`src/pscnt_pkg.sv`:
```
package pscnt_pkg;

   localparam int TableEntriesDefault   = 256;
   localparam int InterfaceCountDefault = 3;

   localparam int IFACE_W  = 2;
   localparam int ADDR_W   = 32;
   localparam int COUNT_W  = 32;
   localparam int STATUS_W = 2;
   localparam int ENTRY_W  = 8;

   typedef enum logic [STATUS_W-1:0] {
      ST_HIT  = 2'd0,
      ST_NEW  = 2'd1,
      ST_DROP = 2'd2
   } status_type;

   typedef struct packed {
      logic valid;
      logic skip;
      logic hit;
      logic fill;
   } flag_type;

   function automatic logic [COUNT_W-1:0] sat_inc(input logic [COUNT_W-1:0] v);
      return (v == {COUNT_W{1'b1}}) ? v : v + COUNT_W'(1);
   endfunction

endpackage

```
`src/pscnt_cell.sv`:
```
module pscnt_cell import pscnt_pkg::*; #(
   parameter int TABLE_ENTRIES   = TableEntriesDefault,
   parameter int INTERFACE_COUNT = InterfaceCountDefault,
   parameter int CELL_INDEX      = 0,
   localparam int IFW = (INTERFACE_COUNT > 1) ? $clog2(INTERFACE_COUNT) : 1,
   localparam int SW  = (TABLE_ENTRIES > 1) ? $clog2(TABLE_ENTRIES) : 1,
   localparam int UW  = $clog2(TABLE_ENTRIES + 1)
) (
   input  logic               clock,
   input  logic               reset,
   input  flag_type           in_flag,
   input  logic [IFW-1:0]     in_iface,
   input  logic [ADDR_W-1:0]  in_addr,
   input  logic [UW-1:0]      in_used,
   input  logic [SW-1:0]      in_slot,
   input  logic [COUNT_W-1:0] in_count,
   output flag_type           out_flag,
   output logic [IFW-1:0]     out_iface,
   output logic [ADDR_W-1:0]  out_addr,
   output logic [UW-1:0]      out_used,
   output logic [SW-1:0]      out_slot,
   output logic [COUNT_W-1:0] out_count
);

   logic [ADDR_W-1:0]  addr_ff  [INTERFACE_COUNT];
   logic [COUNT_W-1:0] cnt_ff   [INTERFACE_COUNT];

   flag_type           flag_ff, flag_in;
   logic [IFW-1:0]     iface_ff;
   logic [ADDR_W-1:0]  addr_tok_ff;
   logic [UW-1:0]      used_ff;
   logic [SW-1:0]      slot_ff, slot_in;
   logic [COUNT_W-1:0] count_ff, count_in;

   logic               searching;
   logic               hit_now;
   logic               fill_now;
   logic [COUNT_W-1:0] inc_count;

   always_comb begin
      searching = in_flag.valid && !in_flag.skip && !in_flag.hit && !in_flag.fill;
      inc_count = sat_inc(cnt_ff[in_iface]);
      hit_now   = searching && (UW'(CELL_INDEX) < in_used) && (addr_ff[in_iface] == in_addr);
      fill_now  = searching && (UW'(CELL_INDEX) == in_used);
      flag_in   = in_flag;
      slot_in   = in_slot;
      count_in  = in_count;
      if (hit_now) begin
         flag_in.hit = 1'b1;
         slot_in     = SW'(CELL_INDEX);
         count_in    = inc_count;
      end
      if (fill_now) begin
         flag_in.fill = 1'b1;
         slot_in      = SW'(CELL_INDEX);
         count_in     = COUNT_W'(1);
      end
   end

   always_ff @(posedge clock) begin
      if (reset) begin
         flag_ff <= '0;
      end else begin
         flag_ff <= flag_in;
      end
   end

   always_ff @(posedge clock) begin
      iface_ff    <= in_iface;
      addr_tok_ff <= in_addr;
      used_ff     <= in_used;
      slot_ff     <= slot_in;
      count_ff    <= count_in;
      if (hit_now) begin
         cnt_ff[in_iface] <= inc_count;
      end
      if (fill_now) begin
         addr_ff[in_iface] <= in_addr;
         cnt_ff[in_iface]  <= COUNT_W'(1);
      end
   end

   assign out_flag  = flag_ff;
   assign out_iface = iface_ff;
   assign out_addr  = addr_tok_ff;
   assign out_used  = used_ff;
   assign out_slot  = slot_ff;
   assign out_count = count_ff;

endmodule

```
`config.mk`:
```
export PLATFORM = sky130hd
export DESIGN_NAME = pscnt_cell
export DESIGN_NICKNAME = d
export VERILOG_FILES = /design/src/pscnt_pkg.sv /design/src/pscnt_cell.sv
export SDC_FILE = /design/constraint.sdc
export NUM_CORES = 1
export LEC_CHECK = 0
export BUFFER_PORTS_ARGS = -buffer_cell sky130_fd_sc_hd__buf_2
export CAP_MARGIN = 30
export CORE_MARGIN = 1.5
export CORE_UTILIZATION = 39
export CTS_BUF_LIST = sky130_fd_sc_hd__clkbuf_16
export DETAILED_ROUTE_END_ITERATION = 12
export SLEW_MARGIN = 20
export SYNTH_ARGS = -nofsm -noshare
export SYNTH_HDL_FRONTEND = slang
export SYNTH_SLANG_ARGS = --single-unit
```
`constraint.sdc`:
```
create_clock -name clock -period 12.1 [get_ports clock]
set_clock_uncertainty 0.05 [all_clocks]
set_input_delay 1.21 -clock clock [delete_from_list [all_inputs] [get_ports clock]]
set_output_delay 1.21 -clock clock [all_outputs]
set_load 0.01 [all_outputs]
```
; Word-level counts from Yosys, hierarchy flattened
; Memories as Yosys holds them, arrays and structs flattened.
; Cells that the tools add are included.
[word_totals]
register_bits = 87
mem_bits_rw = 192
in_bits = 89
out_inout_bits = 87
wordCells = 36
memories = 2
[memory_table]
columns = name, words, width, read_ports, rd_ports_with_merged_regs, wr, line_no
row1 = addr_ff, 3, 32, 1, 0, 1, pscnt_cell.sv:25  ; logic [ADDR_W-1:0] addr_ff [INTERFACE_COUNT];
row2 = cnt_ff, 3, 32, 1, 0, 1, pscnt_cell.sv:26  ; logic [COUNT_W-1:0] cnt_ff [INTERFACE_COUNT];
[op_classes]
add_sub_neg = 1
order_cmp = 1
eq_ne = 2
mux = 9
n_bitwise = 1
reduce_logical = 11
[op_table]
columns = op, count
row1 = two-way mux 32 bit, 3
row2 = "adder 32 x 1 -> 32 bit, second input constant", 1
row3 = equality test 32 bit, 1
row4 = "equality test 32 bit, second input constant", 1
row5 = logical NOT 9 bit, 1
row6 = "< comparator 1 x 9 -> 1 bit, first input constant", 1
row7 = logical AND 1 bit, 6
row8 = two-way mux 1 bit, 6
row9 = logical NOT 1 bit, 3
row10 = OR reduction 2 bit, 1
row11 = OR 1 bit, 1

; Depth between registers and ports, before layout
; Gate-level depths: netlist (run 1).
[depth]
word_depth = 9
ltp_mapped = 15
mapped_depth_nobuf = 9

; Least setup slack after synthesis (run 1)
; Ideal clock, no wire load.
[synth_path]
path_type = input port to flip-flop
startpoint = input port in_iface[0]
endpoint = memory cnt_ff[0][0], enable pin
setup_time_ns = 0.470
t_arrival_ns = 5.485
required_ns = 11.580
path_slack_ns = 6.095
path_stages = 11
path_buffers = 4
path_cell_list = buf_6 -> buf_6 -> buf_12 -> buf_12 -> mux2i_1 -> a211o_1 -> nand4_1 -> nor4_1 -> nand4_1 -> or3b_2 -> a211oi_1
[synth_via]
elab_chain_len = 6
[synth_rtl]
columns = element, line_no
row1 = from (decl), pscnt_cell.sv:12  ; input logic [IFW-1:0] in_iface,
row2 = memory read (3 x 32 bit), n/a
row3 = equality test 32 bit, pscnt_cell.sv:43  ; hit_now = searching && (UW'(CELL_INDEX) < in_used) && (addr_ff[in_iface] == in_addr);
row4 = logical AND 1 bit, pscnt_cell.sv:43
row5 = two-way mux 1 bit, pscnt_cell.sv:74  ; if (hit_now) begin
row6 = two-way mux 1 bit (implied by the code), pscnt_cell.sv:75  ; cnt_ff[in_iface] <= inc_count;
row7 = OR 1 bit (no line), n/a
row8 = to (decl), pscnt_cell.sv:26
; Parallel ways exist; a longest one is shown, timed or not.

; Final worst setup path (run 1)
[layout_path]
startpoint = input port in_iface[0]
endpoint = memory cnt_ff[2][3], enable pin
; The elaborated chain is that of the path after synthesis.

==> results.py, run 1 <==
metrics = {
    "sta": {
        "tightest_slew_ns": 0.951,
        "min_period_ns": 4.82,
        "tns_ns": 0,
        "hold_viol": 0,
        "setup_viol": 0,
        "timing.hold.ws_ns": 0.734,
        "drv_slew": 0,
        "rsz0062_at_grt": "no",
        "max_freq_ghz": 0.207,
        "fin_crit_sh_pct": 39.9,
        "slew_headroom_pct": 36.6,
    },
    "global_route": {
        "grt_max_degree": 115,
        "grt_pass1_wl_mm": 40.3,
        "globalRouteOverflowTotal": 0,
        "grt_usage_pct": 16.8,
        "first_global_vias": 7173,
        "antenna_found_initial": 0,
    },
    "critical_path": {
        "worstPathArrival_ns": 4.96,
        "critical_path_buf_inv_count": 4,
        "critPathMostFrequentCell": "buf_4",
        "path_max_fanout": 52,
        "required_ns": 12.23,
        "crit_path_start_kind": "primary input",
        "crit_family": "buffers and inverters",
        "cp_slowest_cell": "buf_4",
        "crit_chain": "buf_4 > buf_4 > mux2i_1 > a211o_1 > nand4_1 > nor4_1 > nand4_1 > or3b_2 > buf_4 > a21oi_4 > buf_4",
        "slowest_delay_ns": 0.81,
        "endpoint_kind": "flop",
        "setup.worst_path.class": "in -> reg",
    },
    "logic_synthesis": {
        "syn_avg_cell_area_sq_um": 13.7,
        "syn_area_sq_mm": 0.0116,
        "ys_async_sr_fraction_pct": 0,
        "synth_warnings": 0,
        "seq_area_frac_synth_pct": 64.7,
        "synth_cell_type_count": 56,
        "synth-edff-count": 192,
        "ys.flop_type": "edfxtp_1",
        "synth-seq-cells": 279,
        "syn_nets": 935,
        "synthCells": 845,
    },
    "pwr": {
        "clkPwrFrac_pct": 41.5,
        "ir_drop_v": 0.0000928,
        "p_comb_share_pct": 6.5,
        "p_int_mw": 1.56,
        "switching_share_pct": 21.9,
        "power_frac_seq_pct": 52.1,
        "p_leak_nw": 5.34,
        "switchingPower_uw": 436,
        "power.density_mw_per_mm2": 145,
    },
    "drt": {
        "wl_met3_mm": 1.11,
        "wl_met1_mm": 11.7,
        "route.vias.total": 7412,
        "drt_iter0_markers": 492,
        "vias_per_cell": 5.20,
        "final_antenna_net_count": 0,
        "post_drt_wl_per_cell_um": 18.3,
        "first_pass_iters": 4,
        "top_layer_used": "met4",
        "wirelength_mm": 26.0,
        "drcViolationCount": 0,
        "wl_met2_mm": 12.5,
    },
    "clock_tree": {
        "cts_sinks": 279,
        "clk_latency_ns": 0.55,
        "clockRootBuffer": "clkbuf_16",
        "cts_setup_buffers": 0,
        "clockBufferDepth": 3,
        "numCtsBuffers": 30,
        "cts_resized": 0,
        "clk_pin_slew_worst_paths_ns": 0.06,
        "cts_tree": "done",
        "hold_buffers": 0,
        "cts_max_level": 1,
    },
    "floorplanning": {
        "core_sq_mm": 0.0290,
        "die_w_um": 176,
        "num_io_pins": 176,
        "rows": 62,
        "dieHeight_um": 176,
        "dieArea_sq_mm": 0.0308,
        "start_util_pct": 40.0,
    },
    "placed_design": {
        "gp_congestion": 0.779,
        "dp_hpwl_mm": 16.8,
        "portBuffers": 175,
    },
    "finish": {
        "layout-drive-gt1-share_pct": 26.4,
        "nFillCells": 2646,
        "area_delta_synth_final_pct": 17.9,
        "fin_nets": 1109,
        "n_antenna_cell": 0,
    },
    "run_status": {
        "run_status": "finished clean",
    },
    "flow_run": {
        "maxCapViolCount": 0,
    },
    "hold_path": {
        "hold_class": "in -> reg",
    },
}
registers in the layout (all words and copies together), names as in the netlist:
signal and cells:
addr_ff 96, cnt_ff 96, out_addr 32, out_count 32
out_used 9, out_slot 8, out_flag 4, out_iface 2
worst paths after layout:
path	start	to	slack [ns]	cells past startpoint
worst max-delay path	in_iface[0]	cnt_ff[2][3]$_DFFE_PP_	7.28	11
worst min-delay path	in_used[3]	out_used[3]$_DFF_P_	0.73	1
worst max register to register	addr_ff[2][27]$_DFFE_PP_	cnt_ff[2][3]$_DFFE_PP_	8.56	9
worst min register to register	cnt_ff[2][20]$_DFFE_PP_	out_count[20]$_SDFF_PP0_	0.76	3
metrics by stage:
step | std cells | utilization (%) | instance area (sq um) | worst slack (ns) | power [mW]
2_1_floorplan | 845 | - | 11600 | 6.10 | 1.13
3_3_place_gp | 1369 | 44.0 | 12800 | 6.67 | 1.18
3_5_place_dp | 1369 | 44.0 | 12800 | 6.70 | 1.19
4_1_cts | 1424 | 47.1 | 13700 | 7.27 | 2.01
5_1_grt | 1426 | 47.2 | 13700 | 7.00 | 2.06
6_report | 1426 | 47.2 | 13700 | 7.28 | 1.99
power by group through the flow:
stage / Combinational (mW) / Sequential [mW] / Clock, mW
after floorplan: 0.0675 / 1.07 / 0
after global placement: 0.127 / 1.06 / 0
after detailed placement: 0.129 / 1.06 / 0
after CTS: 0.129 / 1.04 / 0.849
after global routing: 0.141 / 1.04 / 0.884
final: 0.129 / 1.04 / 0.826
Yosys cell counts, drive strengths merged (2+ instances only):
| master | count | area (sq um) |
|---|---|---|
| a2111oi | 9 | 160 |
| a211o | 29 | 254 |
| a211oi | 5 | 37.5 |
| a21oi | 8 | 40.0 |
| and2 | 3 | 18.8 |
| and3 | 13 | 81.3 |
| and4 | 7 | 61.3 |
| buf | 34 | 300 |
| clkbuf | 13 | 48.8 |
| dfxtp | 87 | 1740 |
| edfxtp | 192 | 5770 |
| inv | 5 | 18.8 |
| mux2 | 19 | 218 |
| mux2i | 91 | 927 |
| nand2 | 79 | 297 |
| nand2b | 7 | 43.8 |
| nand3 | 5 | 25.0 |
| nand4 | 29 | 181 |
| nor2 | 37 | 139 |
| nor2b | 33 | 206 |
| nor3 | 8 | 45.0 |
| nor4 | 14 | 109 |
| o2111ai | 2 | 17.5 |
| o211ai | 32 | 240 |
| o21a | 9 | 67.6 |
| o21ai | 22 | 118 |
| o31ai | 4 | 30.0 |
| o41ai | 3 | 26.3 |
| or3 | 3 | 18.8 |
| or3b | 2 | 17.5 |
| or4 | 3 | 22.5 |
| xnor2 | 21 | 184 |
| xor2 | 10 | 87.6 |
kinds of logic after synthesis:
| kind of cell | share of synthesized area, % |
|---|---|
| mux | 9.86 |
| flops | 64.7 |
| xor+xnor | 2.34 |
| compound gates | 8.66 |
| simple gates | 11.2 |
| buf+inv | 3.17 |
| fa+ha+maj | 0.108 |
layer usage:
| metal | vias up | global-route usage [%] |
|---|---|---|
| li1 | 3554 | - |
| met1 | 3626 | 22.8 |
| met2 | 185 | 27.9 |
| met3 | 47 | 2.40 |
| met4 | 0 | 4.95 |
| met5 | - | 0 |
cell type report:
class | count | area [sq um] | share of cell area, %
Clock buffer | 32 | 801 | 5.85
Clock inverter | 23 | 95.1 | 0.695
Inverter | 5 | 18.8 | 0.137
Multi-Input combinational cell | 514 | 3780 | 27.6
Sequential cell | 279 | 7510 | 54.8
Tap cell | 384 | 480 | 3.51
Timing Repair Buffer | 189 | 1010 | 7.35
cells in the final DEF, fill, tap and decap left out, types with 9 or more instances in the layout:
| cell type | Yosys | routed |
|---|---|---|
| a211o_1 | 29 | 29 |
| and3_1 | 13 | 13 |
| buf_2 | 13 | 173 |
| buf_4 | 5 | 14 |
| clkbuf_16 | 0 | 32 |
| dfxtp_1 | 87 | 87 |
| edfxtp_1 | 192 | 192 |
| inv_1 | 4 | 13 |
| mux2_2 | 18 | 18 |
| mux2i_1 | 89 | 89 |
| nand2_1 | 79 | 79 |
| nand4_1 | 29 | 29 |
| nor2_1 | 37 | 34 |
| nor2b_1 | 33 | 33 |
| nor4_1 | 12 | 12 |
| o211ai_1 | 32 | 32 |
| o21a_1 | 9 | 9 |
| o21ai_0 | 18 | 18 |
| xnor2_1 | 21 | 21 |
| xor2_1 | 10 | 10 |
Power figures use the tool's default switching activity.
==> inputs of run 2 (changes only) <==
ABC_AREA = 1   (was default)
clock period = 4.1 ns   (was 12.1 ns; I/O delays follow)
==> run 2 against run 1 <==
Global-route usage up 2.1 points; critical path depth down 1; via count up 21%; register-to-register slack worse by 7.3 ns; wire length up 12%; power rose to 3.0 times the previous value; sequential power rose to 2.9 times the previous value.
==> results.py, run 2 <==
metrics = {
    "logic_synthesis": {
        "synth_cell_type_count": 33,
        "syn_nets": 1286,
        "synth.largest_area_cell": "edfxtp_1",
        "ys.flop_type": "edfxtp_1",
        "ys_async_sr_fraction_pct": 0,
        "seq_area_frac_synth_pct": 64.8,
        "synth.most_common_cell": "nand2_1",
        "syn_avg_cell_area_sq_um": 9.69,
        "synth_commonest_cells": "446 x nand2_1, 192 x edfxtp_1, 111 x nand3_1, 107 x nor2_1, 87 x dfxtp_1",
        "synth_area_leaders": "edfxtp_1 50%, dfxtp_1 15%, nand2_1 14%",
        "synthCells": 1196,
        "syn_area_sq_mm": 0.0116,
        "synth-edff-count": 192,
        "synth_top_area_share_pct": 49.7,
        "synth_warnings": 0,
        "synth-seq-cells": 279,
    },
    "sta": {
        "min_period_ns": 3.00,
        "tns_ns": 0,
        "tightest_slew_ns": 0.526,
        "fin_crit_sh_pct": 73.2,
        "drv_slew": 0,
        "max_freq_ghz": 0.333,
        "slew_headroom_pct": 64.9,
        "setup_viol": 0,
        "hold_viol": 0,
        "rsz0062_at_grt": "no",
    },
    "global_route": {
        "globalRouteOverflowTotal": 0,
        "grt.busiest_layer": "met2",
        "antenna_found_initial": 0,
        "grt_max_degree": 33,
        "grt_pass1_wl_mm": 45.9,
        "first_global_vias": 8858,
        "met2_usage_pct": 31.4,
        "grt_usage_pct": 18.9,
        "met3_usage_pct": 2.58,
        "met1_usage_pct": 25.8,
    },
    "finish": {
        "area_delta_synth_final_pct": 24.5,
        "n_antenna_cell": 0,
        "reg_top3": "addr_ff: 96 flops, cnt_ff: 96 flops",
        "nFillCells": 2716,
        "layout_commonest_cell": "nand2_1",
        "regArea_sq_mm": 0.00751,
        "fin_nets": 1549,
        "layout-drive-gt1-share_pct": 18.8,
        "layout_common_cells": "446 x nand2_1, 192 x edfxtp_1, 175 x buf_2, 111 x nand3_1, 104 x nor2_1",
        "multi_input_area_sq_mm": 0.00353,
    },
    "clock_tree": {
        "cts_max_level": 1,
        "clk_pin_slew_worst_paths_ns": 0.06,
        "hold_buffers": 67,
        "clk_latency_ns": 0.54,
        "cts_sinks": 279,
        "numCtsBuffers": 29,
        "cts_setup_buffers": 0,
        "clockBufferDepth": 3,
        "clockRootBuffer": "clkbuf_16",
        "cts_tree": "done",
        "cts_resized": 0,
    },
    "floorplanning": {
        "die_w_um": 175,
        "start_util_pct": 40.0,
        "num_io_pins": 176,
        "core_sq_mm": 0.0290,
        "dieArea_sq_mm": 0.0308,
        "rows": 62,
        "dieHeight_um": 175,
    },
    "critical_path": {
        "regToRegEndpoint": "cnt_ff[1][31]$_DFFE_PP_",
        "ff2ff_setup_slack_ns": 1.27,
        "worstSetupStartpoint": "in_used[7]",
        "setup.worst_path.class": "in -> reg",
        "rr_startpoint": "cnt_ff[2][0]$_DFFE_PP_",
        "endpoint_kind": "flop",
        "endpoint": "addr_ff[1][6]$_DFFE_PP_",
        "required_ns": 4.29,
        "crit_path_start_kind": "primary input",
        "worstPathArrival_ns": 3.19,
        "path_max_fanout": 14,
        "worstRegToRegCells": 14,
    },
    "drt": {
        "first_pass_iters": 5,
        "post_drt_wl_per_cell_um": 15.6,
        "route.vias.total": 8999,
        "final_antenna_net_count": 0,
        "drt_iter0_markers": 563,
        "drcViolationCount": 0,
        "wirelength_mm": 29.1,
        "vias_per_cell": 4.83,
    },
    "placed_design": {
        "portBuffers": 175,
        "dp_hpwl_mm": 19.8,
        "gp_congestion": 0.880,
    },
    "flow_run": {
        "maxCapViolCount": 0,
    },
    "hold_path": {
        "hold_class": "in -> reg",
    },
    "pwr": {
        "power.density_mw_per_mm2": 408,
        "ir_drop_v": 0.000367,
        "p_leak_nw": 6.27,
        "p_total_mw": 5.90,
    },
    "run_status": {
        "run_status": "finished clean",
    },
}
run 2: cell types whose count changed after synthesis, sizes merged, moves of 16 or more:
cell    previous run  this run
a211o             29         0
inv                5        88
mux2              19         0
mux2i             91         0
nand2             79       449
nand3              5       121
nand4             29        45
nor2              37       119
nor2b             33         0
o211ai            32         0
xnor2             21         4
run 2: metal layers:
metal  wire (um)  up-vias
met5           0        -
met4         745        0
met3        1520       53
met2       13300      290
met1       13600     4166
li1            -     4490
run 2: worst min path at each step:
stage | from | to | cells past startpoint | slack (ns)
2_1_floorplan | in_addr[0] | out_addr[0]$_DFF_P_ | 0 | 0.39
3_3_place_gp | in_used[8] | out_used[8]$_DFF_P_ | 1 | 0.48
3_5_place_dp | in_used[8] | out_used[8]$_DFF_P_ | 1 | 0.48
4_1_cts | in_flag[3] | out_flag[3]$_SDFF_PP0_ | 3 | 0.0002
5_1_grt | in_addr[28] | out_addr[28]$_DFF_P_ | 1 | 0.02
6_report | in_count[17] | out_count[17]$_SDFF_PP0_ | 3 | 0.03
run 2: area by class of cell:
class | instances | area share (%)
inverter | 89 | 2.31
clock buffer | 29 | 5.03
sequential | 279 | 52.0
multi-input combinational | 793 | 24.4
tap | 384 | 3.33
clock inverter | 24 | 0.901
timing repair buffer | 267 | 12.0
run 2: kinds of logic (layout without fill, tap and decap cells):
group                      Yosys count  after routing  synth area share, %
DFF                                279            279                 64.8
buffers and inverters              124            409                 4.94
AOI/OAI and AO/OA                   26             26                 1.19
and+or+nand+nor                    756            756                 28.3
adders and majority gates            1              1                0.108
xor gates and xnor gates            10             10                0.755
run 2: per-stage QoR:
stage | setup slack (ns) | cell area [sq um] | hold WS (ns) | instances | util, %
after global routing | 0.903 | 14400 | 0.0181 | 1865 | 49.8
after floorplan | 0.692 | 11600 | 0.388 | 1196 | -
after CTS | 1.10 | 14400 | 0.000198 | 1865 | 49.8
final | 1.10 | 14400 | 0.0256 | 1865 | 49.8
after global placement | 0.876 | 12900 | 0.478 | 1745 | 44.5
after detailed placement | 0.792 | 12900 | 0.477 | 1745 | 44.5
run 2: critical path, cell delays in order:
cell	delay, ns
dlygate4sd3_1	0.53
buf_2	0.12
or2_2	0.29
nor2_1	0.10
nand2_1	0.17
nor2_1	0.14
buf_4	0.25
clkinv_1	0.33
nor2_4	0.52
buf_4	0.32
run 2: report_power, final:
part	internal (mW)	total [mW]	switching, mW
Clock	1.34	2.36	1.03
Sequential	3.05	3.06	0.0106
Combinational	0.188	0.473	0.284
Total	4.58	5.90	1.32
==> inputs of run 3 (changes only) <==
clock period = 3 ns   (was 4.1 ns; I/O delays follow)
==> run 3 against run 2 <==
Clock power is 54% higher; die area stayed put; combinational power is 54% higher; setup slack worse by 0.62 ns; global-route usage is 1.8 points higher; final area is 7.1% higher; sequential share of layout area is 3.4 points lower; sequential power is 37% higher; flip-flop and latch count stayed put; power is 45% higher; cell count is 5.2% higher; register-to-register slack worse by 0.52 ns.
==> results.py, run 3 (synthesized netlist as in run 2, its figures left out) <==
metrics = {
    "run_status": {
        "run_status": "finished clean",
    },
    "clock_tree": {
        "cts_resized": 0,
        "cts_tree": "done",
        "cts_setup_buffers": 0,
        "clockRootBuffer": "clkbuf_16",
        "clk_latency_ns": 0.58,
        "clk_pin_slew_worst_paths_ns": 0.06,
        "cts_sinks": 279,
        "cts_max_level": 1,
        "numCtsBuffers": 31,
        "hold_buffers": 84,
        "clockBufferDepth": 3,
    },
    "critical_path": {
        "required_ns": 3.21,
        "setup.worst_path.class": "in -> reg",
        "cp_slowest_cell": "dlygate4sd3_1",
        "slowest_delay_ns": 0.53,
        "regToRegEndpoint": "cnt_ff[0][30]$_DFFE_PP_",
        "critical_path_buf_inv_count": 4,
        "worstPathArrival_ns": 2.73,
        "rr_startpoint": "cnt_ff[2][0]$_DFFE_PP_",
        "crit_chain": "dlygate4sd3_1 > buf_2 > or2_2 > nor2_1 > nand2_1 > nor2_1 > clkinv_1 > nor2_2 > buf_12",
        "ff2ff_setup_slack_ns": 0.75,
        "critPathMostFrequentCell": "nor2_1",
        "path_max_fanout": 28,
        "crit_path_start_kind": "primary input",
        "worstRegToRegCells": 15,
        "crit_family": "buffers and inverters",
        "endpoint_kind": "flop",
    },
    "pwr": {
        "power.density_mw_per_mm2": 554,
        "p_total_mw": 8.56,
        "p_leak_nw": 6.81,
        "ir_drop_v": 0.000502,
    },
    "sta": {
        "min_period_ns": 2.52,
        "max_freq_ghz": 0.397,
        "drv_slew": 0,
        "slew_headroom_pct": 65.1,
        "setup_viol": 0,
        "hold_viol": 0,
        "postLayoutSetupSlackWorst_ns": 0.478,
        "tns_ns": 0,
        "rsz0062_at_grt": "no",
        "fin_crit_sh_pct": 84.1,
        "tightest_slew_ns": 0.522,
    },
    "drt": {
        "route.vias.total": 9420,
        "drt_iter0_markers": 664,
        "final_antenna_net_count": 0,
        "drcViolationCount": 0,
        "first_pass_iters": 5,
        "wirelength_mm": 31.4,
        "vias_per_cell": 4.80,
        "post_drt_wl_per_cell_um": 16.0,
    },
    "floorplanning": {
        "num_io_pins": 176,
        "rows": 62,
        "dieHeight_um": 175,
        "dieArea_sq_mm": 0.0308,
        "core_sq_mm": 0.0290,
        "die_w_um": 175,
        "start_util_pct": 40.0,
    },
    "global_route": {
        "globalRouteOverflowTotal": 0,
        "grt_usage_pct": 20.6,
        "antenna_found_initial": 0,
        "grt_max_degree": 33,
        "grt_pass1_wl_mm": 49.1,
        "first_global_vias": 9292,
    },
    "hold_path": {
        "min_to": "out_flag[2]$_SDFF_PP0_",
        "min_from": "in_flag[2]",
        "hold_depth": 3,
        "hold_class": "in -> reg",
    },
    "placed_design": {
        "gp_congestion": 0.918,
        "portBuffers": 175,
        "preCtsSetupSlack_ns": 0.208,
        "dp_hpwl_mm": 21.4,
        "dp.cells": 1820,
    },
    "finish": {
        "layout_common_cells": "446 x nand2_1, 192 x edfxtp_1, 175 x buf_2, 111 x nand3_1, 104 x nor2_1",
        "area_delta_synth_final_pct": 33.3,
        "reg_top3": "addr_ff: 96 flops, cnt_ff: 96 flops",
        "layout_commonest_cell": "nand2_1",
        "final_cells": 1962,
        "layout-drive-gt1-share_pct": 22.9,
        "n_antenna_cell": 0,
        "fin_nets": 1643,
    },
    "flow_run": {
        "maxCapViolCount": 0,
    },
}
## run 3: area by class of cell
class	instances	area, sq um
Clock buffer	32	801
Clock inverter	26	193
Fill cell	2651	13600
Inverter	89	334
Multi-Input combinational cell	793	3540
Sequential cell	279	7510
Tap cell	384	480
Timing Repair Buffer	359	2610
## run 3: power by group
| part | switching [mW] | internal, mW | total [mW] |
|---|---|---|---|
| clock | 1.53 | 2.11 | 3.64 |
| sequential | 0.0149 | 4.17 | 4.19 |
| combinational | 0.413 | 0.317 | 0.730 |
## run 3: per-layer routing
metal,global-route usage (%),vias to the layer above,routed length [um]
li1,-,4689,-
met1,28.3,4356,14300
met2,34.2,326,14500
met3,2.75,49,1940
met4,6.05,0,623
met5,0,-,0
## run 3: stage by stage
stage | hold WS [ns] | utilization (%) | instance area (sq um)
6_report | 0.0325 | 53.3 | 15500
2_1_floorplan | 0.278 | - | 11600
3_3_place_gp | 0.366 | 47.0 | 13600
4_1_cts | 0.00141 | 53.3 | 15500
3_5_place_dp | 0.370 | 47.0 | 13600
5_1_grt | 0.0148 | 53.3 | 15500
## run 3: tightest hold or removal path, cell delays in order
cell and delay [ns]:
buf_2 0.10, inv_1 0.11, nor2_1 0.09
## run 3: how the worst max path moves through the flow
stage,cells past startpoint,endpoint,startpoint,slack (ns)
global placement,14,cnt_ff[2][31]$_DFFE_PP_,in_iface[1],0.22
floorplan,7,addr_ff[0][0]$_DFFE_PP_,in_used[7],-0.30
detailed placement,16,cnt_ff[2][31]$_DFFE_PP_,in_iface[1],0.21
finish,9,addr_ff[2][10]$_DFFE_PP_,in_used[7],0.48
global route,15,out_count[5]$_SDFF_PP0_,in_used[7],0.33
CTS,9,addr_ff[2][12]$_DFFE_PP_,in_used[7],0.43
